`src/rtl/sine_commutation_pwm_assert.svh`:
```
// Assertion macros for the sine commutation PWM block.
// Needs nothing else; taken in by `include in the files that carry checks.
`ifndef SINE_COMMUTATION_PWM_ASSERT_SVH
`define SINE_COMMUTATION_PWM_ASSERT_SVH

// The consequent must hold in the same cycle as the antecedent.
`define SCP_ASSERT_NOW(label, clk, rst_n, ante, cons) \
    label: assert property (@(posedge clk) disable iff (!rst_n) (ante) |-> (cons)) \
        else $error("sine_commutation_pwm: same-cycle check failed");

// The consequent must hold in the cycle after the antecedent.
`define SCP_ASSERT_NEXT(label, clk, rst_n, ante, cons) \
    label: assert property (@(posedge clk) disable iff (!rst_n) (ante) |=> (cons)) \
        else $error("sine_commutation_pwm: next-cycle check failed");

`endif

```
`src/rtl/scp_pkg.sv`:
```
// Shared types and constants of the sine commutation PWM block.
// Used by the channel interfaces, the sine store and the top level.
package scp_pkg;

    // Sine store geometry.
    localparam int TABLE_SIZE     = 256;
    localparam int ADDR_W         = $clog2(TABLE_SIZE);
    localparam int ENTRY_W        = 11;

    // Encoder and PWM scaling.
    localparam int ENCODER_COUNTS = 4096;
    localparam int ANGLE_W        = 12;
    localparam int POLE_W         = 7;
    localparam int PROD_W         = ANGLE_W + POLE_W;
    // Electrical index is angle * poles * TABLE_SIZE / (2 * ENCODER_COUNTS).
    localparam int ANGLE_SHIFT    = $clog2((2 * ENCODER_COUNTS) / TABLE_SIZE);
    localparam int PWM_FULL       = 1024;
    localparam int SINE_PEAK      = 1024;
    localparam int PEAK_SHIFT     = $clog2(SINE_PEAK);
    localparam int DUTY_W         = 10;
    localparam int TORQUE_IN_W    = 16;
    localparam int TQ_W           = $clog2(PWM_FULL) + 2;

    // Phase offsets, all modulo the table size.
    localparam int SHIFT_FWD      = ((3 * TABLE_SIZE) / 4) % TABLE_SIZE;
    localparam int SHIFT_BACK     = (TABLE_SIZE - SHIFT_FWD) % TABLE_SIZE;
    localparam int THIRD          = TABLE_SIZE / 3;
    localparam int TWO_THIRDS     = 2 * (TABLE_SIZE / 3);

    localparam logic [POLE_W-1:0] POLE_RESET = 7'd14;

    // Request codes.
    localparam logic REQ_COMMUTATE = 1'b0;
    localparam logic REQ_WRITE     = 1'b1;

    typedef struct packed {
        logic                          req_type;
        logic signed [TORQUE_IN_W-1:0] drive_torque;
        logic [ANGLE_W-1:0]            shaft_angle;
        logic                          brake_hold;
        logic                          swap_phases;
        logic [ADDR_W-1:0]             table_index;
        logic [ENTRY_W-1:0]            table_entry;
    } t_cmd;

    typedef struct packed {
        logic [DUTY_W-1:0] phase_one_duty;
        logic [DUTY_W-1:0] phase_two_duty;
        logic [DUTY_W-1:0] phase_three_duty;
    } t_duty;

endpackage

```
`src/rtl/scp_sine_ram.sv`:
```
// One copy of the sine store: one write port, one registered read port.
// Depends on scp_pkg for the table geometry.
module scp_sine_ram (
    input  logic                           i_clk,
    input  logic                           i_we,
    input  logic [scp_pkg::ADDR_W-1:0]     i_waddr,
    input  logic [scp_pkg::ENTRY_W-1:0]    i_wdata,
    input  logic                           i_re,
    input  logic [scp_pkg::ADDR_W-1:0]     i_raddr,
    output logic [scp_pkg::ENTRY_W-1:0]    o_rdata
);
    import scp_pkg::*;

    logic [ENTRY_W-1:0] r_mem [TABLE_SIZE];
    logic [ENTRY_W-1:0] r_rdata;

    // Write port.
    always_ff @(posedge i_clk) begin
        if (i_we) begin
            r_mem[i_waddr] <= i_wdata;
        end
    end

    // Registered read port, held while the reading stage is stalled.
    always_ff @(posedge i_clk) begin
        if (i_re) begin
            r_rdata <= r_mem[i_raddr];
        end
    end

    assign o_rdata = r_rdata;
endmodule

```
`config.mk`:
```
export PLATFORM = sky130hd
export DESIGN_NAME = scp_sine_ram
export DESIGN_NICKNAME = d
export VERILOG_FILES = /design/src/rtl/sine_commutation_pwm_assert.svh /design/src/rtl/scp_pkg.sv /design/src/rtl/scp_sine_ram.sv
export SDC_FILE = /design/constraint.sdc
export NUM_CORES = 2
export LEC_CHECK = 0
export BUFFER_PORTS_ARGS = -buffer_cell sky130_fd_sc_hd__clkbuf_2
export CELL_PAD_IN_SITES_DETAIL_PLACEMENT = 0
export CELL_PAD_IN_SITES_GLOBAL_PLACEMENT = 1
export CORE_MARGIN = 10
export CORE_UTILIZATION = 40
export CTS_CLUSTER_SIZE = 40
export DETAILED_ROUTE_END_ITERATION = 6
export GPL_TIMING_DRIVEN = 1
export PLACE_DENSITY_LB_ADDON = 0.1
export SYNTH_ARGS = -nofsm -noshare
export SYNTH_HDL_FRONTEND = slang
export SYNTH_SLANG_ARGS = --single-unit
```
`constraint.sdc`:
```
create_clock -name i_clk -period 4.63 [get_ports i_clk]
set_input_delay 0.2315 -clock i_clk [delete_from_list [all_inputs] [get_ports i_clk]]
set_output_delay 0.2315 -clock i_clk [all_outputs]
set_load 0.005 [all_outputs]
```
==> flow_summary.json <==
{
  "hp-class": "in2reg",
  "grt_pass1_vias": 54807,
  "place_ws_ps": 347,
  "grt_pass1_wl_microns": 447000,
  "routed_wl_microns": 320000,
  "slowest_stage": "a2111oi_1",
  "syn_avg_cell_area_sq_um": 21.8,
  "power_mw": 55.4,
  "ir_drop_uv": 296,
  "route.detailed.drc": 0,
  "cts_max_level": 5,
  "finalMaxSlewViolations": 0,
  "synth_seq_area_share_pct": 78.0,
  "cp.required_ps": 5180,
  "maxSlewHeadroom_pct": 5.12,
  "die_y_microns": 542,
  "hold-worst-slack_ps": 195,
  "clock.fmax_ghz": 0.299,
  "cp.arrival_ps": 3890,
  "via_count": 54329,
  "fin_ws_ps": 1290,
  "ios": 41,
  "post_cts_buffers": 0,
  "final_hold_viol_count": 0,
  "synth_top_area_share_pct": 78.0,
  "dpl.hpwl_microns": 201000,
  "synthCells": 4999,
  "max_stage_delay_ps": 980,
  "path_class": "in2reg",
  "placementRows": 191,
  "fin_area_sq_um": 126000,
  "layout-area-overhead-vs-synth_pct": 15.8,
  "firstDrtPassIters": 5,
  "clkSlewWorstSetupHoldPaths_ps": 60,
  "status": "completed",
  "dp_cells": 8773,
  "drt_iter0_drc": 5846,
  "grt-ovfl-total": 0,
  "fin_setup_tns_ps": 0,
  "cts_made_buffers": 314,
  "drv_cap": 0,
  "die-area_sq_um": 293000,
  "gp_congestion": 0.840,
  "cts_root_buffer": "clkbuf_16",
  "track_usage_pct": 21.4,
  "end_kind": "flip-flop",
  "core_area_sq_um": 271000,
  "drive_gt1_share_pct": 27.3,
  "cts_resized": 0,
  "cp_common_cell": "buf_12",
  "nNetsFinal": 5561,
  "initial_utilization_pct": 40.2,
  "critPathLaunchType": "input port",
  "period_share_pct": 72.2,
  "fin_worst_skew_ps": 51.9,
  "clk_path_buf_depth": 4,
  "grt_setup_unrepaired": "no",
  "yosysUniqueCellTypes": 57,
  "crit_path_max_fanout": 42,
  "viasPerCell": 5.82,
  "syn_area_sq_um": 109000,
  "post_dp_cell_area_sq_um": 116000,
  "powerDensity_nw_per_um2": 440,
  "finalCriticalPeriod_ps": 3340,
  "stdcell_count": 9341,
  "antenna_found_initial": 24,
  "setup_viol": 0,
  "clkLatencyLatePin_ps": 860,
  "dominantRegCellSynth": "edfxtp_1",
  "p_leak_nw": 39.8,
  "antenna_left": 0,
  "ys_top_cells_by_area": "edfxtp_1 (78%), mux4_2 (13%), mux2i_1 (2.1%)",
  "grt_max_degree": 132,
  "yosys_warnings": 0,
  "finish.utilization_pct": 46.5,
  "wl_per_cell_microns": 34.3,
  "tritoncts": "built",
  "synth-seq-cells": 2827,
  "crit_chain": "buf_8 -> buf_12 -> buf_12 -> buf_4 -> mux4_2 -> mux2i_1 -> a221o_1 -> a21oi_1 -> a2111oi_1 -> nor4_1",
  "synth_top_cell_by_area": "edfxtp_1",
  "port_buffers": 40,
  "chipWidth_microns": 542,
  "synth_edf_count": 2827,
  "tightestPinTransition_ps": 1420,
  "clock_sinks": 2827,
  "syn-num-nets": 5029,
  "synthArstFlopShare_pct": 0
}
## Yosys cell counts, drive strengths merged (5+ instances only)
master   number
and3          5
a221o         6
nor2b        17
mux4        614
o221ai       47
a22oi       125
nand2b       10
nand4        12
a21boi        7
o22ai        84
buf         164
o211ai        5
nor2        291
nand3        40
a31oi         5
and2          6
mux2i       229
edfxtp     2827
o21ai        19
a211oi       22
or3           8
a32oi         6
a2111oi      14
a21oi        76
nor4         20
nand2        52
a311oi       11
a22o         36
clkbuf      139
nor3         39
a221oi       31
## report_power, final
group / switching, mW / leakage (nW) / internal [mW] / total, mW
registers: 0.0459 / 25.4 / 28.2 / 28.3
clock network: 10.1 / 4.81 / 14.3 / 24.4
logic: 1.88 / 9.58 / 0.914 / 2.79
total: 12.0 / 39.8 / 43.4 / 55.4
## cell families after synthesis
logic type             count (synthesis)  synth area share, %
AO/OA/AOI/OAI                        503                 3.37
buffers and inverters                308                 1.66
flip-flops                          2827                 78.0
multiplexers                         845                 14.8
AND/OR/NAND/NOR                      516                 2.12
## flip-flops by register name, indices dropped and copies added, names as in the netlist
name,cells
r_mem,2816
o_rdata,11
## layout by cell type (no fill, tap or decap), types with 13 or more instances in the layout
cell / n
nor2_1: 288
edfxtp_1: 2827
a21oi_1: 76
mux4_2: 614
a22oi_1: 125
clkbuf_16: 323
mux2i_1: 229
a221oi_1: 30
clkinv_1: 68
clkbuf_2: 24
nor2b_1: 13
buf_4: 431
a22o_1: 36
o221ai_1: 47
nor3_1: 39
o22ai_1: 84
clkinv_2: 40
nand3_1: 31
o21ai_0: 19
nand2_1: 52
bufinv_16: 27
buf_12: 39
clkbuf_1: 72
nor4_1: 18
a211oi_1: 22
## cell type report
type                            count  area [sq um]
Antenna cell                        5          12.5
Clock buffer                      395          8350
Clock inverter                    156          1550
Fill cell                       22464        145000
Inverter                            5          18.8
Multi-Input combinational cell   1864         22200
Sequential cell                  2827         84900
Tap cell                         3570          4470
Timing Repair Buffer              519          4450
## layer usage
layer / routed length, microns / part of all wire, % / global-route usage [%] / vias up
li1: - / - / - / 22293
met1: 145000 / 45 / 32.1 / 29812
met2: 149000 / 46 / 33.2 / 1820
met3: 18600 / 5.8 / 2.92 / 404
met4: 7960 / 2.5 / 5.31 / 0
met5: 0 / 0 / 0 / -
## worst paths after layout
path	start	end	depth (start not counted)	slack (ps)
setup / recovery	i_raddr[1]	o_rdata[10]	10	1290
hold / removal	i_waddr[2]	r_mem[205][0]	4	190
setup reg to reg	r_mem[26][10]	o_rdata[10]	6	1370
hold reg to reg	r_mem[43][6]	o_rdata[6]	5	1200
## what timing repair did
action | CTS | global route
hold buffers | 12 | 0
hold endpoints to repair | 703 | 0
setup endpoints to repair | 0 | 0
## critical path: cells and delay by family
kind / cells / cell delay (ps)
multiplexers: 2 / 800
buffers and inverters: 4 / 1210
AO/OA/AOI/OAI: 3 / 1350
AND/OR/NAND/NOR: 1 / 150
(Power assumes the default switching activity.)
